**config.mk**
```make
export PLATFORM = sky130hd
export DESIGN_NAME = rle_pixel_stream_decoder_top
export DESIGN_NICKNAME = d
export VERILOG_FILES = /design/src/rtl/core/rlepsd_pkg.sv /design/src/rtl/core/rlepsd_cfg.sv /design/src/rtl/core/rlepsd_parser.sv /design/src/rtl/core/rle_pixel_stream_decoder_top.sv
export SDC_FILE = /design/constraint.sdc
export NUM_CORES = 1
export LEC_CHECK = 0
export ABC_AREA = 0
export BUFFER_PORTS_ARGS = -buffer_cell sky130_fd_sc_hd__clkbuf_2
export CORE_MARGIN = 2
export CORE_UTILIZATION = 55
export CTS_BUF_LIST = sky130_fd_sc_hd__clkbuf_8
export DETAILED_ROUTE_END_ITERATION = 10
export PLACE_DENSITY = 0.85
export SETUP_SLACK_MARGIN = 0.1
export SLEW_MARGIN = 40
export SYNTH_ARGS = -nofsm -noshare
export SYNTH_HDL_FRONTEND = slang
export SYNTH_SLANG_ARGS = --single-unit
```
**constraint.sdc**
```tcl
create_clock -name clk -period 7.8 [get_ports clk]
set_input_delay 0 -clock clk [delete_from_list [all_inputs] [get_ports clk]]
set_output_delay 0 -clock clk [all_outputs]
set_load 0.03 [all_outputs]
```
**src/rtl/core/rlepsd_pkg.sv**
```systemverilog
`timescale 1ns / 1ps

package rlepsd_pkg;

  // Default width of the pixel position counter.
  localparam int PIXEL_COUNT_BITS_DEF = 24;

  // Configuration port geometry: seven 32-bit registers at byte addresses 4*i.
  localparam int CFG_ADDR_W = 5;
  localparam int CFG_DATA_W = 32;

  localparam int PPI_W = 24;

  // Configuration register indexes.
  typedef enum logic [2:0] {
    REG_FORMAT_MODE      = 3'd0,
    REG_PIXELS_PER_IMAGE = 3'd1,
    REG_RAW_BYTE_CODE    = 3'd2,
    REG_RAW_WORD_CODE    = 3'd3,
    REG_RUN_BYTE_CODE    = 3'd4,
    REG_RUN_WORD_CODE    = 3'd5,
    REG_SHORT_RUN_BASE   = 3'd6
  } reg_idx_t;

  // Stream formats.
  typedef enum logic [1:0] {
    MODE_RAW  = 2'd0,
    MODE_WRUN = 2'd1,
    MODE_BRUN = 2'd2,
    MODE_HDR  = 2'd3
  } fmt_mode_t;

  // Parser phases.
  typedef enum logic [3:0] {
    PH_HEAD     = 4'd0,
    PH_CNT1_RUN = 4'd1,
    PH_CNT1_LIT = 4'd2,
    PH_CLO_RUN  = 4'd3,
    PH_CHI_RUN  = 4'd4,
    PH_CLO_LIT  = 4'd5,
    PH_CHI_LIT  = 4'd6,
    PH_COL_LO   = 4'd7,
    PH_COL_HI   = 4'd8,
    PH_LIT_LO   = 4'd9,
    PH_LIT_HI   = 4'd10
  } phase_t;

  typedef struct packed {
    fmt_mode_t        format_mode;
    logic [PPI_W-1:0] pixels_per_image;
    logic [7:0]       raw_byte_code;
    logic [7:0]       raw_word_code;
    logic [7:0]       run_byte_code;
    logic [7:0]       run_word_code;
    logic [7:0]       short_run_base;
  } cfg_t;

  typedef struct packed {
    logic [15:0] pixel_value;
    logic [15:0] run_length;
    logic        image_done;
  } res_t;

  typedef struct packed {
    logic at_head;
    logic img_start;
  } prs_stat_t;

endpackage

```
**src/rtl/core/rlepsd_cfg.sv**
```systemverilog
`timescale 1ns / 1ps

module rlepsd_cfg (
  input  logic                               clk,
  input  logic                               rst_n,
  input  logic                               psel,
  input  logic                               penable,
  input  logic                               pwrite,
  input  logic [rlepsd_pkg::CFG_ADDR_W-1:0]  paddr,
  input  logic [rlepsd_pkg::CFG_DATA_W-1:0]  pwdata,
  output logic [rlepsd_pkg::CFG_DATA_W-1:0]  prdata,
  output logic                               pready,
  output rlepsd_pkg::cfg_t                   cfg
);
  import rlepsd_pkg::*;

  cfg_t     cfg_r;
  reg_idx_t idx;
  logic     wr_en;

  assign idx    = reg_idx_t'(paddr[CFG_ADDR_W-1:2]);
  assign wr_en  = psel && penable && pwrite;
  assign pready = 1'b1;
  assign cfg    = cfg_r;

  always_ff @(posedge clk) begin
    if (!rst_n) begin
      cfg_r.format_mode      <= MODE_RAW;
      cfg_r.pixels_per_image <= PPI_W'(1024);
      cfg_r.raw_byte_code    <= 8'd252;
      cfg_r.raw_word_code    <= 8'd253;
      cfg_r.run_byte_code    <= 8'd254;
      cfg_r.run_word_code    <= 8'd255;
      cfg_r.short_run_base   <= 8'd127;
    end else if (wr_en) begin
      unique case (idx)
        REG_FORMAT_MODE:      cfg_r.format_mode      <= fmt_mode_t'(pwdata[1:0]);
        REG_PIXELS_PER_IMAGE: cfg_r.pixels_per_image <= pwdata[PPI_W-1:0];
        REG_RAW_BYTE_CODE:    cfg_r.raw_byte_code    <= pwdata[7:0];
        REG_RAW_WORD_CODE:    cfg_r.raw_word_code    <= pwdata[7:0];
        REG_RUN_BYTE_CODE:    cfg_r.run_byte_code    <= pwdata[7:0];
        REG_RUN_WORD_CODE:    cfg_r.run_word_code    <= pwdata[7:0];
        REG_SHORT_RUN_BASE:   cfg_r.short_run_base   <= pwdata[7:0];
        default: ;
      endcase
    end
  end

  always_comb begin
    unique case (idx)
      REG_FORMAT_MODE:      prdata = CFG_DATA_W'(cfg_r.format_mode);
      REG_PIXELS_PER_IMAGE: prdata = CFG_DATA_W'(cfg_r.pixels_per_image);
      REG_RAW_BYTE_CODE:    prdata = CFG_DATA_W'(cfg_r.raw_byte_code);
      REG_RAW_WORD_CODE:    prdata = CFG_DATA_W'(cfg_r.raw_word_code);
      REG_RUN_BYTE_CODE:    prdata = CFG_DATA_W'(cfg_r.run_byte_code);
      REG_RUN_WORD_CODE:    prdata = CFG_DATA_W'(cfg_r.run_word_code);
      REG_SHORT_RUN_BASE:   prdata = CFG_DATA_W'(cfg_r.short_run_base);
      default:              prdata = '0;
    endcase
  end

endmodule

```
**src/rtl/core/rlepsd_parser.sv**
```systemverilog
`timescale 1ns / 1ps

module rlepsd_parser #(
  parameter int PIXEL_COUNT_BITS = rlepsd_pkg::PIXEL_COUNT_BITS_DEF
) (
  input  logic                  clk,
  input  logic                  rst_n,
  input  logic                  go,
  input  logic [7:0]            stream_byte,
  input  rlepsd_pkg::cfg_t      cfg,
  output logic                  res_vld,
  output rlepsd_pkg::res_t      res,
  output rlepsd_pkg::prs_stat_t stat
);
  import rlepsd_pkg::*;

  localparam int PCB = PIXEL_COUNT_BITS;
  localparam int SW  = (PCB > PPI_W) ? PCB : PPI_W;
  localparam int CW  = (PCB > 16) ? PCB : 16;

  phase_t          phase_r, phase_nxt;
  logic [15:0]     cnt_r, cnt_nxt;
  logic [7:0]      lowb_r, lowb_nxt;
  logic [15:0]     lit_r, lit_nxt;
  logic [PCB-1:0]  emitted_r, emitted_nxt;

  logic [SW-1:0]   size_ext;
  logic [PCB-1:0]  size;
  logic [PCB-1:0]  left;
  logic [CW-1:0]   left_w;
  logic [15:0]     len;
  logic [15:0]     cnt_hi;
  logic [15:0]     lit_dec;
  logic            do_head;
  logic            lit_start;
  logic [15:0]     lit_n;

  // Smaller of a 16-bit count and the pixels left in the image.
  function automatic logic [15:0] clip16(input logic [15:0] n, input logic [CW-1:0] lim);
    logic [CW-1:0] nw;
    nw = CW'(n);
    return (nw < lim) ? n : lim[15:0];
  endfunction

  // Pixels left; an image already full or of size zero still takes one pixel.
  assign size_ext = SW'(cfg.pixels_per_image);
  assign size     = size_ext[PCB-1:0];
  assign left     = (emitted_r >= size) ? PCB'(1) : size - emitted_r;
  assign left_w   = CW'(left);
  assign cnt_hi   = {stream_byte, cnt_r[7:0]};
  assign lit_dec  = lit_r - 16'd1;

  // Result of the current byte.
  always_comb begin
    res_vld = 1'b0;
    len     = 16'd1;
    unique case (phase_r)
      PH_COL_HI: begin
        res_vld = (cnt_r != 16'd0);
        len     = clip16(cnt_r, left_w);
      end
      PH_LIT_HI: begin
        res_vld = 1'b1;
      end
      default: ;
    endcase
    res.pixel_value = {stream_byte, lowb_r};
    res.run_length  = len;
    res.image_done  = (CW'(len) >= left_w);
  end

  // Next parser state.
  always_comb begin
    phase_nxt   = phase_r;
    cnt_nxt     = cnt_r;
    lowb_nxt    = lowb_r;
    lit_nxt     = lit_r;
    emitted_nxt = emitted_r;
    do_head     = 1'b0;
    lit_start   = 1'b0;
    lit_n       = 16'd0;

    unique case (phase_r)
      PH_HEAD: do_head = 1'b1;
      PH_CNT1_RUN: begin
        cnt_nxt   = 16'(stream_byte);
        phase_nxt = PH_COL_LO;
      end
      PH_CNT1_LIT: begin
        lit_start = 1'b1;
        lit_n     = 16'(stream_byte);
      end
      PH_CLO_RUN: begin
        cnt_nxt   = 16'(stream_byte);
        phase_nxt = PH_CHI_RUN;
      end
      PH_CHI_RUN: begin
        cnt_nxt   = cnt_hi;
        phase_nxt = PH_COL_LO;
      end
      PH_CLO_LIT: begin
        cnt_nxt   = 16'(stream_byte);
        phase_nxt = PH_CHI_LIT;
      end
      PH_CHI_LIT: begin
        cnt_nxt   = cnt_hi;
        lit_start = 1'b1;
        lit_n     = cnt_hi;
      end
      PH_COL_LO: begin
        lowb_nxt  = stream_byte;
        phase_nxt = PH_COL_HI;
      end
      PH_COL_HI: phase_nxt = PH_HEAD;
      PH_LIT_LO: begin
        lowb_nxt  = stream_byte;
        phase_nxt = PH_LIT_HI;
      end
      PH_LIT_HI: begin
        lit_nxt   = lit_dec;
        phase_nxt = (lit_dec == 16'd0) ? PH_HEAD : PH_LIT_LO;
      end
      default: do_head = 1'b1;
    endcase

    if (do_head) begin
      unique case (cfg.format_mode)
        MODE_RAW: begin
          lowb_nxt  = stream_byte;
          lit_nxt   = 16'd1;
          phase_nxt = PH_LIT_HI;
        end
        MODE_WRUN: begin
          cnt_nxt   = 16'(stream_byte);
          phase_nxt = PH_CHI_RUN;
        end
        MODE_BRUN: begin
          cnt_nxt   = 16'(stream_byte);
          phase_nxt = PH_COL_LO;
        end
        MODE_HDR: begin
          if (stream_byte == cfg.raw_byte_code) begin
            phase_nxt = PH_CNT1_LIT;
          end else if (stream_byte == cfg.raw_word_code) begin
            phase_nxt = PH_CLO_LIT;
          end else if (stream_byte == cfg.run_byte_code) begin
            phase_nxt = PH_CNT1_RUN;
          end else if (stream_byte == cfg.run_word_code) begin
            phase_nxt = PH_CLO_RUN;
          end else if (stream_byte > cfg.short_run_base) begin
            cnt_nxt   = 16'(stream_byte - cfg.short_run_base);
            phase_nxt = PH_COL_LO;
          end else begin
            lit_start = 1'b1;
            lit_n     = 16'(stream_byte);
          end
        end
      endcase
    end

    // An empty literal block goes straight back to the header.
    if (lit_start) begin
      if (lit_n == 16'd0) begin
        phase_nxt = PH_HEAD;
      end else begin
        lit_nxt   = clip16(lit_n, left_w);
        phase_nxt = PH_LIT_LO;
      end
    end

    // The run that fills the image returns the parser to its reset state.
    if (res_vld) begin
      if (res.image_done) begin
        phase_nxt   = PH_HEAD;
        cnt_nxt     = 16'd0;
        lowb_nxt    = 8'd0;
        lit_nxt     = 16'd0;
        emitted_nxt = '0;
      end else begin
        emitted_nxt = emitted_r + PCB'(len);
      end
    end
  end

  always_ff @(posedge clk) begin
    if (!rst_n) begin
      phase_r   <= PH_HEAD;
      cnt_r     <= 16'd0;
      lowb_r    <= 8'd0;
      lit_r     <= 16'd0;
      emitted_r <= '0;
    end else if (go) begin
      phase_r   <= phase_nxt;
      cnt_r     <= cnt_nxt;
      lowb_r    <= lowb_nxt;
      lit_r     <= lit_nxt;
      emitted_r <= emitted_nxt;
    end
  end

  assign stat.at_head   = (phase_r == PH_HEAD);
  assign stat.img_start = (emitted_r == '0);

endmodule

```
**src/rtl/core/rle_pixel_stream_decoder_top.sv**
```systemverilog
`timescale 1ns / 1ps

// Channel   Direction  Handshake             Beat contents
// in_       input      in_valid / in_stall   in_stream_byte: one compressed stream byte
// out_      output     out_valid / out_stall out_pixel_value, out_run_length, out_image_done
// APB       config     psel/penable/pready   seven 32-bit registers at paddr 4*i
//
// The decoder takes one stream byte per cycle while in_stall is low. A byte accepted into
// the input byte register is parsed into the output run register once that register is
// free, so an output stall can hold it there; the parser state and the run are both
// updated together, which sets the rate of one byte per clock while the output does not stall.
// Reset is synchronous on rst_n low; it clears the parser and loads register defaults.
// A stall on the output holds the run register and the byte register, and in_stall
// rises only while both are full, so no beat is dropped or repeated.

module rle_pixel_stream_decoder_top #(
  parameter int PIXEL_COUNT_BITS = rlepsd_pkg::PIXEL_COUNT_BITS_DEF
) (
  input  logic                               clk,
  input  logic                               rst_n,

  input  logic                               in_valid,
  output logic                               in_stall,
  input  logic [7:0]                         in_stream_byte,

  output logic                               out_valid,
  input  logic                               out_stall,
  output logic [15:0]                        out_pixel_value,
  output logic [15:0]                        out_run_length,
  output logic                               out_image_done,

  input  logic                               psel,
  input  logic                               penable,
  input  logic                               pwrite,
  input  logic [rlepsd_pkg::CFG_ADDR_W-1:0]  paddr,
  input  logic [rlepsd_pkg::CFG_DATA_W-1:0]  pwdata,
  output logic [rlepsd_pkg::CFG_DATA_W-1:0]  prdata,
  output logic                               pready
);
  import rlepsd_pkg::*;

  cfg_t      cfg;
  res_t      res;
  prs_stat_t stat;
  logic      res_vld;

  // Input byte register.
  logic       in_v_r;
  logic [7:0] in_byte_r;

  // Output run register.
  logic       out_v_r;
  res_t       out_r;

  logic       out_free;
  logic       go;

  // The output register can take a run when it is empty or being emptied now.
  assign out_free = !out_v_r || !out_stall;
  assign go       = in_v_r && out_free;
  assign in_stall = in_v_r && !out_free;

  rlepsd_cfg u_cfg (
    .clk     (clk),
    .rst_n   (rst_n),
    .psel    (psel),
    .penable (penable),
    .pwrite  (pwrite),
    .paddr   (paddr),
    .pwdata  (pwdata),
    .prdata  (prdata),
    .pready  (pready),
    .cfg     (cfg)
  );

  rlepsd_parser #(
    .PIXEL_COUNT_BITS (PIXEL_COUNT_BITS)
  ) u_parser (
    .clk         (clk),
    .rst_n       (rst_n),
    .go          (go),
    .stream_byte (in_byte_r),
    .cfg         (cfg),
    .res_vld     (res_vld),
    .res         (res),
    .stat        (stat)
  );

  always_ff @(posedge clk) begin
    if (!rst_n) begin
      in_v_r <= 1'b0;
    end else if (in_valid && !in_stall) begin
      in_v_r <= 1'b1;
    end else if (go) begin
      in_v_r <= 1'b0;
    end
  end

  always_ff @(posedge clk) begin
    if (in_valid && !in_stall) begin
      in_byte_r <= in_stream_byte;
    end
  end

  always_ff @(posedge clk) begin
    if (!rst_n) begin
      out_v_r <= 1'b0;
    end else if (go && res_vld) begin
      out_v_r <= 1'b1;
    end else if (!out_stall) begin
      out_v_r <= 1'b0;
    end
  end

  always_ff @(posedge clk) begin
    if (go && res_vld) begin
      out_r <= res;
    end
  end

  assign out_valid       = out_v_r;
  assign out_pixel_value = out_r.pixel_value;
  assign out_run_length  = out_r.run_length;
  assign out_image_done  = out_r.image_done;

  // A parsed run always lands in the output register with a nonzero length.
  a_run_nonzero : assert property (@(posedge clk) disable iff (!rst_n)
    (go && res_vld) |=> (out_valid && (out_run_length != 16'd0)))
    else $error("run register loaded without a nonzero run");

  // The input side only stalls while a byte waits behind a stalled run.
  a_stall_cause : assert property (@(posedge clk) disable iff (!rst_n)
    in_stall |-> (in_v_r && out_v_r && out_stall))
    else $error("input stalled without a full pipeline");

  // Finishing an image returns the parser to the header phase at pixel zero.
  a_image_restart : assert property (@(posedge clk) disable iff (!rst_n)
    (go && res_vld && res.image_done) |=> (stat.at_head && stat.img_start))
    else $error("parser did not restart after the last run of an image");

endmodule
```
# Yosys cells after proc, flatten, opt, wreduce, memory -nomap -nowiden
# Cells that the tools add are included.
# totals
word_cells	145
regBits	177
output_inout_bits	68
input_bits	52
# classes
n_mux	62
add_sub_neg	4
n_reduce_logical	32
order_cmp	5
n_eq_ne	24
# ops
op	count
$mux W16	25
$pmux W24 S7	1
$pmux W16 S2	3
$lt A16 B24 Y1	2
$mux W24	2
$mux W4	11
$mux W8	5
$eq A8 B8 Y1	4
$logic_not A16 Y1	2
$pmux W4 S7	1
$add A24 B16 Y24	1
$ge A16 B24 Y1	1
$ge A24 B24 Y1	1
$sub A24 B24 Y24	1
$eq A4 B3 Y1 const B	4
$pmux W4 S4	1
$reduce_and A2 Y1	8
$reduce_bool A16 Y1	1
$sub A16 B1 Y16 const B	1
$eq A4 B4 Y1 const B	3
$mux W1	12
$reduce_or A10 Y1	1
$reduce_or A2 Y1	5
$eq A3 B3 Y1 const B	3
17 further kinds	28

# Logic depth before layout (Yosys ltp)
# Gate-level depths: netlist of the first run.
# depth
depth_word	15
ltp_mapped	35
ltp_nobuf	34

# By module
# From an unflattened synthesis of the first run, not the netlist that was laid out.
# hier_totals
cells_unflattened	1654
area_unflattened_um2	13461.7
# modules_own_cells
mod	area_per_inst_um2	n_inst	cells_each	seq_area_each_um2
rlepsd_parser	8851.0	1	1234	1361.3
rlepsd_cfg	3288.2	1	369	1321.3
rle_pixel_stream_decoder_top	1322.5	1	51	1271.2

# Least setup slack after synthesis of the first run
# OpenSTA, ideal clock, no wires.
# synth_timing
kind	reg2reg
start	register u_parser.emitted_r[17]
end	register u_parser.emitted_r[23]
n_path_buf	5
arrival_time_ns	6.440
period_less_slack_ns	6.567
setup_ns	0.128
t_required_ns	7.672
path_slack_ns	1.233
stages_incl_launch_ff	34
cell_sequence	dfxtp_1 inv_1 ha_1 buf_6 and2_1 buf_6 and3_4 a31oi_2 o2bb2ai_2 a31o_1 buf_6 clkbuf_1 o21ai_0 ha_1 nand4_1 nor3_1 a221oi_1 o21ai_0 o32a_1 buf_4 nand2b_1 a21oi_1 ha_1 a21o_1 a21oi_1 o21bai_1 a31o_2 a211oi_1 nor3_1 or2_2 o41a_1 or3b_2 xnor2_1 nor2_1
# synth_lines
item	line_no	text
start, declared	rlepsd_parser.sv:25	logic [PCB-1:0] emitted_r, emitted_nxt;
start signal, assigned	rlepsd_parser.sv:197	emitted_r <= emitted_nxt;

==> results.sh, run 1 <==
export IMPL_place_port_buffers=100
export IMPL_cts_root_buf="clkbuf_8"
export IMPL_vias_per_cell=6.317
export IMPL_vias=12700
export IMPL_critPathSlowestCell="dfxtp_1"
export IMPL_crit_top_cell="ha_1"
export IMPL_swShare=0.3333
export IMPL_p_leak_uw=0.006095
export IMPL_period_share=0.9207
export IMPL_maxCapViolCount=0
export IMPL_num_antenna_cells=0
export IMPL_dp_hpwl_um=27950
export IMPL_cts_tree="built"
export IMPL_avgSynthCellArea_um2=8.228
export IMPL_period_minus_slack_ps=7182
export IMPL_rsz0062_at_grt="false"
export IMPL_final_setup_tns_ps=0
export IMPL_intPower_uw=1375
export IMPL_crit_path_start_kind="flip-flop"
export IMPL_hold_violations=0
export IMPL_final_nets=1834
export IMPL_final_util=0.6184
export IMPL_maxSlewViolCount=0
export IMPL_relSlewSlack=0.4211
export IMPL_insertion_delay_ps=490
export IMPL_worstPathArrival_ps=7560
export IMPL_rr_worst_depth=31
export IMPL_ys_flop_type="dfxtp_1"
export IMPL_route_detailed_wl_per_inst_um=19.35
export IMPL_first_pass_iters=6
export IMPL_gr_total_overflow=0
export IMPL_ant_nets=0
export IMPL_ir_worst_vdd_mv=0.1135
export IMPL_status="completed"
export IMPL_max_freq_ghz=0.1392
export IMPL_first_iter_violations=1560
export IMPL_critical_path_max_stage_delay_ps=430
export IMPL_end_kind="flip-flop"
export IMPL_synth_edf_count=41
export IMPL_powerDensity_mw_per_mm2=142.5
export IMPL_wirelength_um=38900
export IMPL_antenna_found_initial=0
export IMPL_drc=0
export IMPL_synth_area_mm2=0.01311
export IMPL_hold_class="input port to flip-flop"
export IMPL_ys_ff_latch=177
export IMPL_cts_num_sinks=177
export IMPL_die_x_um=158.4
export IMPL_required_ps=8180
export IMPL_p_clk_frac=0.322
export IMPL_worst_path_dominant_cell_family="compound AO/OA/AOI/OAI gates"
export IMPL_areaGrowthSynthToFinish_pct=10.41
export IMPL_placed_cells=1942
export IMPL_ys_seq_area_frac=0.3016
export IMPL_post_synth_num_cell_types=103
export IMPL_grt_usage=0.3076
export IMPL_async_flop_share=0
export IMPL_crit_buf_inv=2
export IMPL_critical_path_cell_count=31
export IMPL_grt_pass1_vias=11610
export IMPL_cts_inserted_buffers=17
export IMPL_clock_path_buffers=2
export IMPL_setup_viol=0
export IMPL_hold_depth=2
export IMPL_yosysWarnings=0
export IMPL_globalplace_congestion=0.9814
export IMPL_synth_cells=1593
export IMPL_rows=56
export IMPL_path_clk_slew_ps=110
export IMPL_htreeDepth=4
export IMPL_grt_pass1_wl_um=60640
export IMPL_die_area_mm2=0.02508
export IMPL_pwr_share_seq=0.478
export IMPL_path_class="flip-flop to flip-flop"
export IMPL_net_switching_power_uw=687.5
export IMPL_grt_max_degree=86
export IMPL_clock_skew_ps=15.06
export IMPL_die_y_um=158.4
export IMPL_layout_cells_non_filler=2011
export IMPL_nFillCells=2006
export IMPL_core_mm2=0.02340
export IMPL_combPwrFrac=0.200
export IMPL_worst_pin_slew_ps=861.7
export IMPL_initial_utilization=0.5601
export IMPL_crit_path_max_fanout=5
export IMPL_ios=120
export IMPL_layout_drive_gt1_share=0.1265
==> cells in the final DEF (no fill, tap or decap), drive strengths merged, types with 23 or more instances in the layout <==
master       netlist  final
nor2b             28     28
xor2              49     49
a21o              34     34
clkbuf            61    117
dlygate4sd3        0     35
inv               74     84
ha               100    100
nand2            229    229
edfxtp            41     41
nor3              37     37
nor2             114    114
nand3             76     76
a21boi            40     40
and3              31     31
dfxtp            136    136
xnor2             27     27
a22oi             23     23
o21ai             60     60
a21oi             89     89
mux2i             34     34
==> kinds of logic (layout without fill, tap and decap cells) <==
logic type	after synthesis	after routing	synth area share
AND/OR/NAND/NOR	613	613	0.2241
XOR/XNOR	76	76	0.05078
buffers and inverters	168	260	0.06119
other	2	9	0.0005730
adder cells (fa/ha/maj)	103	103	0.1000
multiplexers	38	38	0.02940
AO/OA/AOI/OAI	416	416	0.2322
flip-flops	177	177	0.3016
==> Yosys cell counts (12+ instances only) <==
cell,instances,area share
nand2_1,227,0.065
dfxtp_1,136,0.21
nor2_1,112,0.032
ha_1,100,0.095
a21oi_1,89,0.034
nand3_1,76,0.029
inv_1,73,0.021
clkbuf_1,56,0.016
o21ai_0,56,0.021
xor2_1,49,0.033
edfxtp_1,41,0.094
a21boi_0,40,0.023
nor3_1,35,0.013
mux2i_1,34,0.026
a21o_1,33,0.019
nor2b_1,28,0.013
xnor2_1,27,0.018
and3_1,26,0.012
a22oi_1,23,0.013
nand2b_1,18,0.0086
nor4_1,17,0.0081
a32o_1,16,0.012
o21a_1,16,0.0092
and2_1,14,0.0067
buf_4,13,0.0074
o211ai_1,13,0.0074
or3_1,13,0.0062
nand4_1,12,0.0057
==> power groups by stage <==
stage	clock network (µW)	logic (µW)	registers, µW
5_1_grt	696	441	987
6_report	665	412	986
2_1_floorplan	0	302	986
4_1_cts	663	397	984
3_5_place_dp	0	381	1000
3_3_place_gp	0	370	1000
==> state kept, by name (all words and copies together) (netlist names) <==
| signal | cells |
|---|---|
| u_parser.lowb_r | 8 |
| u_parser.lit_r | 16 |
| in_byte_r | 8 |
| in_v_r | 1 |
| out_pixel_value | 16 |
| out_valid | 1 |
| u_parser.emitted_r | 24 |
| out_run_length | 16 |
| u_parser.phase_r | 4 |
| u_parser.cnt_r | 16 |
| u_cfg.cfg | 66 |
| out_image_done | 1 |
==> path summary, 6_finish.rpt <==
path,endpoint,slack [ps],start
worst min register to register,out_pixel_value[7],450,u_parser.lowb_r[7]
worst max register to register,u_parser.emitted_r[23],620,u_parser.emitted_r[1]
worst max-delay path,u_parser.emitted_r[23],620,u_parser.emitted_r[1]
worst min-delay path,out_valid,20,rst_n
==> per-layer routing <==
metal  global-route usage  wire [µm]
met5                    0          0
met4               0.1476       1815
met3              0.04219       3486
met2               0.4954      17690
met1               0.4082      15920
==> worst register-to-register path, delay by kind of cell, from the launching register on <==
kind / cells / cell delay (ps)
and+or+nand+nor: 10 / 1630
AOI/OAI and AO/OA: 14 / 3570
buffers and inverters: 2 / 280
DFF: 1 / 430
xor gates and xnor gates: 2 / 220
adders and majority gates: 3 / 950
==> final cells by class <==
| type | instances | area (µm²) | area share |
|---|---|---|---|
| Clock buffer | 17 | 234.0 | 0.01617 |
| Clock inverter | 15 | 161.4 | 0.01115 |
| Inverter | 74 | 280.3 | 0.01937 |
| Multi-Input combinational cell | 1255 | 8438 | 0.5830 |
| Sequential cell | 177 | 3954 | 0.2732 |
| Tap cell | 319 | 399.1 | 0.02758 |
| Timing Repair Buffer | 154 | 1006 | 0.06951 |
==> repair_timing <==
action | in CTS | in global routing
endpoints found under the hold margin | 76 | 0
hold buffers | 35 | 0
gates resized for setup | 0 | 6
buffers inserted | 0 | 1
endpoints found under the setup margin | 0 | 24
==> per-stage QoR <==
stage	area (µm²)	hold slack (ps)	setup WS [ps]	total power (µW)
6_report	14470	22.61	618.5	2063
3_3_place_gp	13640	176.5	615.4	1374
3_5_place_dp	13660	179.1	457.8	1385
5_1_grt	14470	35.91	116.4	2123
2_1_floorplan	13130	98.87	1233	1288
4_1_cts	14410	5.989	432.2	2044
Note: power is estimated with default switching activity, not from simulation.
==> inputs of run 2 (changes only) <==
--- a/config.mk
+++ b/config.mk
@@ -6,7 +6,7 @@
 export NUM_CORES = 1
 export LEC_CHECK = 0
 export ABC_AREA = 0
-export BUFFER_PORTS_ARGS = -buffer_cell sky130_fd_sc_hd__clkbuf_2
+export BUFFER_PORTS_ARGS = -buffer_cell sky130_fd_sc_hd__buf_2
 export CORE_MARGIN = 2
 export CORE_UTILIZATION = 55
 export CTS_BUF_LIST = sky130_fd_sc_hd__clkbuf_8
==> run 2 against run 1 <==
  * Global-route usage rose by 0.24 points
  * Design area hardly changed
  * Worst hold slack improved by 55 ps
  * Sequential cell count stayed put
  * Critical path depth unchanged
  * Clock power fell by 2%
  * Clock skew rose by 4.8 ps
  * Largest power group unchanged
  * Sequential share of layout area about the same
  * Worst setup slack worse by 170 ps
  * Largest cell class unchanged
==> results.sh, run 2 (synthesis gave the netlist of run 1 again) <==
export IMPL_wl_met1_um=15980
export IMPL_top_layer_used="met4"
export IMPL_clock_path_buffers=2
export IMPL_hold_class="input port to flip-flop"
export IMPL_crit_path_start_kind="flip-flop"
export IMPL_areaGrowthSynthToFinish_pct=10.47
export IMPL_hold_depth=5
export IMPL_status="completed"
export IMPL_hold_path_endpoint="u_cfg.cfg[20]"
export IMPL_first_iter_violations=1374
export IMPL_p_leak_uw=0.006091
export IMPL_hold_violations=0
export IMPL_globalplace_congestion=0.9897
export IMPL_layout_cells_non_filler=2014
export IMPL_clock_skew_ps=19.89
export IMPL_max_freq_ghz=0.1361
export IMPL_die_x_um=158.4
export IMPL_worstPathArrival_ps=7730
export IMPL_path_clk_slew_ps=110
export IMPL_final_nets=1837
export IMPL_period_share=0.9423
export IMPL_maxCapViolCount=0
export IMPL_power_uw=2045
export IMPL_insertion_delay_ps=500
export IMPL_route_detailed_wl_per_inst_um=19.14
export IMPL_path_class="flip-flop to flip-flop"
export IMPL_reg2reg_to="u_parser.emitted_r[23]"
export IMPL_cts_inserted_buffers=17
export IMPL_ant_nets=0
export IMPL_most_common_layout_cells="nand2_1 (227), dfxtp_1 (136), nor2_1 (109)"
export IMPL_antenna_found_initial=0
export IMPL_period_minus_slack_ps=7350
export IMPL_die_y_um=158.4
export IMPL_grt_pass1_vias=11710
export IMPL_wirelength_um=38540
export IMPL_cts_root_buf="clkbuf_8"
export IMPL_final_util=0.6187
export IMPL_ios=120
export IMPL_cts_tree="built"
export IMPL_vias_per_cell=6.288
export IMPL_wl_met2_um=17510
export IMPL_relSlewSlack=0.3946
export IMPL_place_port_buffers=100
export IMPL_core_mm2=0.02340
export IMPL_largest_register_ffs=66
export IMPL_ir_worst_vdd_mv=0.1171
export IMPL_drc=0
export IMPL_rows=56
export IMPL_die_area_mm2=0.02508
export IMPL_hp_start="pwrite"
export IMPL_num_antenna_cells=0
export IMPL_final_common_cell="nand2_1"
export IMPL_worst_pin_slew_ps=908.1
export IMPL_dp_hpwl_um=27800
export IMPL_setup_viol=0
export IMPL_htreeDepth=4
export IMPL_rsz0062_at_grt="false"
export IMPL_rrSetupSlack_ps=450
export IMPL_worstReg2RegStart="u_cfg.cfg[40]"
export IMPL_crit_path_max_fanout=15
export IMPL_grt_max_degree=93
export IMPL_required_ps=8180
export IMPL_end_kind="flip-flop"
export IMPL_layout_drive_gt1_share=0.1251
export IMPL_maxSlewViolCount=0
export IMPL_cts_num_sinks=177
export IMPL_crit_start="u_cfg.cfg[40]"
export IMPL_first_pass_iters=7
export IMPL_critPathSlowestCell="a31oi_2"
export IMPL_grt_usage=0.3100
export IMPL_critical_path_max_stage_delay_ps=590
export IMPL_grt_pass1_wl_um=60990
export IMPL_placed_cells=1944
export IMPL_rr_worst_depth=31
export IMPL_final_setup_tns_ps=0
export IMPL_dr_wl_met3_um=3250
export IMPL_initial_utilization=0.5601
export IMPL_gr_total_overflow=0
export IMPL_powerDensity_mw_per_mm2=141.2
export IMPL_vias=12660
-- run 2: changes by cell type in the layout (fill, tap and decap cells not counted), moves of 2 or more --
cell / change
buf_2: +100
clkbuf_2: -100
clkinv_8: +2
dlygate4sd3_1: +2
inv_6: -2
inv_8: +2
-- run 2: where the power goes --
| part | switching [µW] | total (µW) | internal [µW] |
|---|---|---|---|
| sequential | 31.4 | 983 | 952 |
| combinational | 257 | 411 | 155 |
| clock | 408 | 651 | 242 |
| total | 696 | 2050 | 1350 |
-- run 2: worst max-delay path by stage --
| stage | to | slack [ps] | cells past startpoint |
|---|---|---|---|
| after floorplan | u_parser.emitted_r[23] | 1230 | 33 |
| after global placement | u_parser.emitted_r[18] | 680 | 32 |
| after detailed placement | u_parser.emitted_r[20] | 570 | 32 |
| after CTS | u_parser.emitted_r[20] | 510 | 32 |
| after global routing | u_parser.emitted_r[23] | 120 | 31 |
| final | u_parser.emitted_r[23] | 450 | 31 |
-- run 2: metal layers --
metal / track usage / vias up
met3: 0.04954 / 151
li1: - / 5935
met1: 0.4100 / 5890
met5: 0 / -
met4: 0.1429 / 0
met2: 0.4983 / 688
-- run 2: layout make-up --
cell class	count	area, µm²
Fill cell	1980	8922
Sequential cell	177	3954
Tap cell	319	399.1
Clock inverter	15	158.9
Inverter	74	280.3
Clock buffer	17	234.0
Timing Repair Buffer	157	1025
Multi-Input combinational cell	1255	8429
-- run 2: critical path: cells and delay by family, from the launching register on --
| family | cells | cell delay [ps] |
|---|---|---|
| AO/OA/AOI/OAI | 14 | 3590 |
| XOR/XNOR | 1 | 120 |
| adder cells (fa/ha/maj) | 4 | 1200 |
| buffers and inverters | 4 | 570 |
| flip-flops | 1 | 340 |
| multiplexers | 1 | 140 |
| AND/OR/NAND/NOR | 7 | 1280 |
-- run 2: repair_timing --
| item | 4_1_cts | 5_1_grt |
|---|---|---|
| resized for setup | 0 | 3 |
| setup endpoints to repair | 0 | 13 |
| hold endpoints to repair | 85 | 0 |
| buffers inserted | 0 | 1 |
| hold buffers | 37 | 0 |
-- run 2: stage by stage --
stage	hold slack, ps	worst slack, ps	instance area (µm²)
2_1_floorplan	98.87	1233	13130
5_1_grt	92.39	115.6	14480
3_5_place_dp	178.1	567.8	13680
4_1_cts	92.15	514.2	14440
6_report	78.00	449.8	14480
3_3_place_gp	177.3	682.5	13660
